`src/rtl/core/chtab_mod.sv`:
```
// Iterative remainder unit: 32-bit dividend, two quotient bits per cycle.
module chtab_mod #(
   parameter int DIV_W = 9
) (
   input  logic             clock,
   input  logic             reset,
   input  logic             start,
   input  logic [31:0]      dividend,
   input  logic [DIV_W-1:0] divisor,
   output logic             done,
   output logic [DIV_W-1:0] remainder
);

   logic             busy_ff, busy_in;
   logic             done_ff, done_in;
   logic [3:0]       cnt_ff, cnt_in;
   logic [31:0]      dvd_ff, dvd_in;
   logic [DIV_W-1:0] dsr_ff, dsr_in;
   logic [DIV_W-1:0] rem_ff, rem_in;
   logic [DIV_W-1:0] rem_one, rem_two;

   // One restoring step: shift in a dividend bit and subtract the divisor if it fits.
   function automatic logic [DIV_W-1:0] rem_step(input logic [DIV_W-1:0] r, input logic b,
                                                 input logic [DIV_W-1:0] d);
      logic [DIV_W:0] t;
      t = {r, b};
      if (t >= {1'b0, d}) begin
         t = t - {1'b0, d};
      end
      return t[DIV_W-1:0];
   endfunction

   assign rem_one = rem_step(rem_ff, dvd_ff[31], dsr_ff);
   assign rem_two = rem_step(rem_one, dvd_ff[30], dsr_ff);

   always_comb begin
      busy_in = busy_ff;
      done_in = 1'b0;
      cnt_in  = cnt_ff;
      dvd_in  = dvd_ff;
      dsr_in  = dsr_ff;
      rem_in  = rem_ff;
      if (start) begin
         busy_in = 1'b1;
         cnt_in  = 4'd0;
         dvd_in  = dividend;
         dsr_in  = divisor;
         rem_in  = '0;
      end else if (busy_ff) begin
         rem_in = rem_two;
         dvd_in = {dvd_ff[29:0], 2'b00};
         cnt_in = cnt_ff + 4'd1;
         if (cnt_ff == 4'd15) begin
            busy_in = 1'b0;
            done_in = 1'b1;
         end
      end
   end

   always_ff @(posedge clock) begin
      if (reset) begin
         busy_ff <= 1'b0;
         done_ff <= 1'b0;
         cnt_ff  <= 4'd0;
      end else begin
         busy_ff <= busy_in;
         done_ff <= done_in;
         cnt_ff  <= cnt_in;
      end
      dvd_ff <= dvd_in;
      dsr_ff <= dsr_in;
      rem_ff <= rem_in;
   end

   assign done      = done_ff;
   assign remainder = rem_ff;

endmodule

```
`config.mk`:
```
export PLATFORM = sky130hd
export DESIGN_NAME = chtab_mod
export DESIGN_NICKNAME = d
export VERILOG_FILES = /design/src/rtl/core/chtab_mod.sv
export SDC_FILE = /design/constraint.sdc
export NUM_CORES = 1
export LEC_CHECK = 0
export BUFFER_PORTS_ARGS = -buffer_cell sky130_fd_sc_hd__buf_4
export CAP_MARGIN = 20
export CORE_ASPECT_RATIO = 1.25
export CORE_MARGIN = 5
export CORE_UTILIZATION = 35
export DETAILED_ROUTE_END_ITERATION = 10
export SYNTH_ARGS = -nofsm -noshare
export SYNTH_HDL_FRONTEND = slang
export SYNTH_SLANG_ARGS = --single-unit
```
`constraint.sdc`:
```
create_clock -name clock -period 12.8 [get_ports clock]
set_input_delay 0.64 -clock clock [delete_from_list [all_inputs] [get_ports clock]]
set_output_delay 0.64 -clock clock [all_outputs]
set_load 0.02 [all_outputs]
```
==> results.sh <==
export IMPL_fin_tns_setup_ns=0
export IMPL_dp_hpwl_microns=5030
export IMPL_multi_input_area_sq_um=1540
export IMPL_synthesis_area_sq_um=3150
export IMPL_synth_ff_type="edfxtp_1"
export IMPL_finalCriticalPeriod_ns=4.51
export IMPL_async_flop_share_pct=0
export IMPL_drt_iter0_drc=65
export IMPL_dr_pass1_iters=4
export IMPL_cp_required_ns=13.03
export IMPL_drc=0
export IMPL_clk_path_buf_depth=2
export IMPL_cts_setup_buffers=0
export IMPL_drive_above_1_share_pct=33.0
export IMPL_ctsHoldBuffers=0
export IMPL_nFillCells=878
export IMPL_syn_to_final_growth_pct=19.2
export IMPL_synth_distinct_cells=44
export IMPL_synth_top_cell_area_share_pct=39.0
export IMPL_syn_nets=326
export IMPL_ios=54
export IMPL_power_mw=0.661
export IMPL_avgViaCountPerCell=4.92
export IMPL_cp_end_kind="flip-flop"
export IMPL_vias=2140
export IMPL_ys_ff_latch=56
export IMPL_cts_resized=0
export IMPL_htreeDepth=2
export IMPL_fin_ws_ns=8.29
export IMPL_relSlewSlack_pct=48.2
export IMPL_coreArea_sq_um=8750
export IMPL_grt_max_degree=56
export IMPL_peakVddDrop_v=0.0000788
export IMPL_yosysTopAreaCell="edfxtp_1"
export IMPL_cts_buffers=5
export IMPL_routabilityCongestion=0.855
export IMPL_preCtsSetupSlack_ns=8.31
export IMPL_grt_total_usage_pct=12.5
export IMPL_cap_viol_max_count=0
export IMPL_outcome="finished, final reports clean"
export IMPL_crit_type="flip-flop to flip-flop"
export IMPL_post_route_period_util_pct=35.2
export IMPL_antenna_found_initial=0
export IMPL_avgSynthCellArea_sq_um=12.1
export IMPL_synth_cells=261
export IMPL_cts_root_buf="clkbuf_8"
export IMPL_start_util_pct=36.1
export IMPL_p_per_area_nw_per_um2=176
export IMPL_clkTransAtPathRegs_ns=0.10
export IMPL_synth_most_common_cell="edfxtp_1"
export IMPL_grt_pass1_vias=2301
export IMPL_clkLatencyLatePin_ns=0.30
export IMPL_yosys_warnings=0
export IMPL_grt_overflow=0
export IMPL_hp_class="flip-flop to flip-flop"
export IMPL_drt_total_wl_microns=6600
export IMPL_skew_ns=0.00384
export IMPL_io_buffer_count=53
export IMPL_fmax_mhz=222
export IMPL_routedWlPerCell_microns=15.2
export IMPL_drv_slew=0
export IMPL_yosys_top_cells_area="edfxtp_1, mux2_2, dfxtp_1"
export IMPL_cts_tree="built"
export IMPL_hold_viol=0
export IMPL_die_area_sq_um=11000
export IMPL_fp_dieH_microns=116
export IMPL_finalNetCount=379
export IMPL_cp_max_fo=10
export IMPL_critPathArrivalTime_ns=4.74
export IMPL_setup_worst_path_start_class="flip-flop"
export IMPL_synth_yosys_seq_area_share_pct=48.6
export IMPL_p_leak_nw=1.51
export IMPL_synth_edf_count=41
export IMPL_grt_pass1_wl_microns=10800
export IMPL_ys_top_cells_by_count="edfxtp_1, mux2_2, ha_1, nor2_1, dfxtp_1"
export IMPL_setup_viol=0
export IMPL_placed_area_sq_um=3680
export IMPL_clkSinkCount=56
export IMPL_rsz0062_at_grt="no"
export IMPL_row_count=38
export IMPL_antenna_left=0
export IMPL_diodes=0
export IMPL_chipWidth_microns=94.9
export IMPL_tightest_slew_ns=0.776
export IMPL_ff2ff_setup_slack_ns=8.29
export IMPL_regArea_sq_um=1530
export IMPL_final_area_sq_um=3760
registers in the layout (all words and copies together), names as in the netlist:
| name | cells |
|---|---|
| busy_ff | 1 |
| cnt_ff | 4 |
| done | 1 |
| dsr_ff | 9 |
| dvd_ff | 32 |
| remainder | 9 |
final timing paths:
check                                start           end  cells past startpoint
worst max-delay path            dvd_ff[31]  remainder[0]                     15
worst min-delay path             cnt_ff[3]          done                      2
worst max register to register  dvd_ff[31]  remainder[0]                     15
worst min register to register   cnt_ff[3]          done                      2
power breakdown:
group          leakage, nW  switching, mW  total, mW  internal, mW
Sequential           0.534         0.0153      0.235         0.219
Clock               0.0388         0.0562     0.0943        0.0382
Combinational        0.933          0.178      0.332         0.155
Total                 1.51          0.249      0.661         0.412
kinds of logic after synthesis:
group / synth area share, %
compound gates: 11.8
fa+ha+maj: 8.81
xor+xnor: 2.50
simple gates: 10.4
flops: 48.6
buf+inv: 2.50
mux: 15.4
layout by cell type, fill, tap and decap left out, types with 2 or more instances in the layout:
cell	count
nand3_1	6
o211ai_1	2
a211oi_2	2
ha_1	19
nor2b_1	4
nor3b_1	3
o31ai_2	2
nor2_1	19
buf_4	53
o31a_1	3
or4_1	2
nand2b_1	5
a41oi_1	2
o21ai_0	6
xor2_1	6
nand2_1	7
a21o_1	2
fa_1	2
a211oi_1	5
edfxtp_1	41
mux2i_1	8
o21a_1	6
clkbuf_8	5
and2_1	2
nor3_1	4
or3_1	2
nand4_1	5
mux2_2	36
a21oi_1	8
xnor2_1	3
o22ai_1	2
dfxtp_1	15
inv_1	14
stage by stage:
stage | util [%] | hold WS (ns) | instances
after global placement | 42.0 | 0.458 | 427
after CTS | 43.0 | 0.471 | 435
final | 43.0 | 0.470 | 435
after floorplan | - | 0.439 | 261
after detailed placement | 42.0 | 0.456 | 427
after global routing | 43.0 | 0.469 | 435
layer usage:
metal / up-vias / wire length (microns) / GRT usage, %
li1: 1087 / - / -
met1: 997 / 2760 / 14.1
met2: 51 / 3350 / 22.6
met3: 5 / 426 / 4.25
met4: 0 / 62 / 3.27
met5: - / 0 / 0
cell type report:
class / instances / share of cell area [%]
Timing Repair Buffer: 53 / 10.6
Clock buffer: 6 / 1.93
Sequential cell: 56 / 40.7
Multi-Input combinational cell: 184 / 41.1
Tap cell: 120 / 3.99
Inverter: 14 / 1.40
Clock inverter: 2 / 0.300
critical path: stages (launching register included):
cell	delay (ns)
edfxtp_1	0.37
inv_1	0.08
ha_1	0.17
inv_1	0.06
fa_1	0.43
a211oi_2	0.25
o211ai_2	0.15
a31oi_2	0.53
mux2_2	0.42
ha_1	0.34
a21oi_1	0.28
a21oi_1	0.13
o31ai_2	0.39
o311ai_4	0.29
mux2_2	0.35
a211oi_2	0.20
No activity file was read; power rests on OpenSTA's default activity.
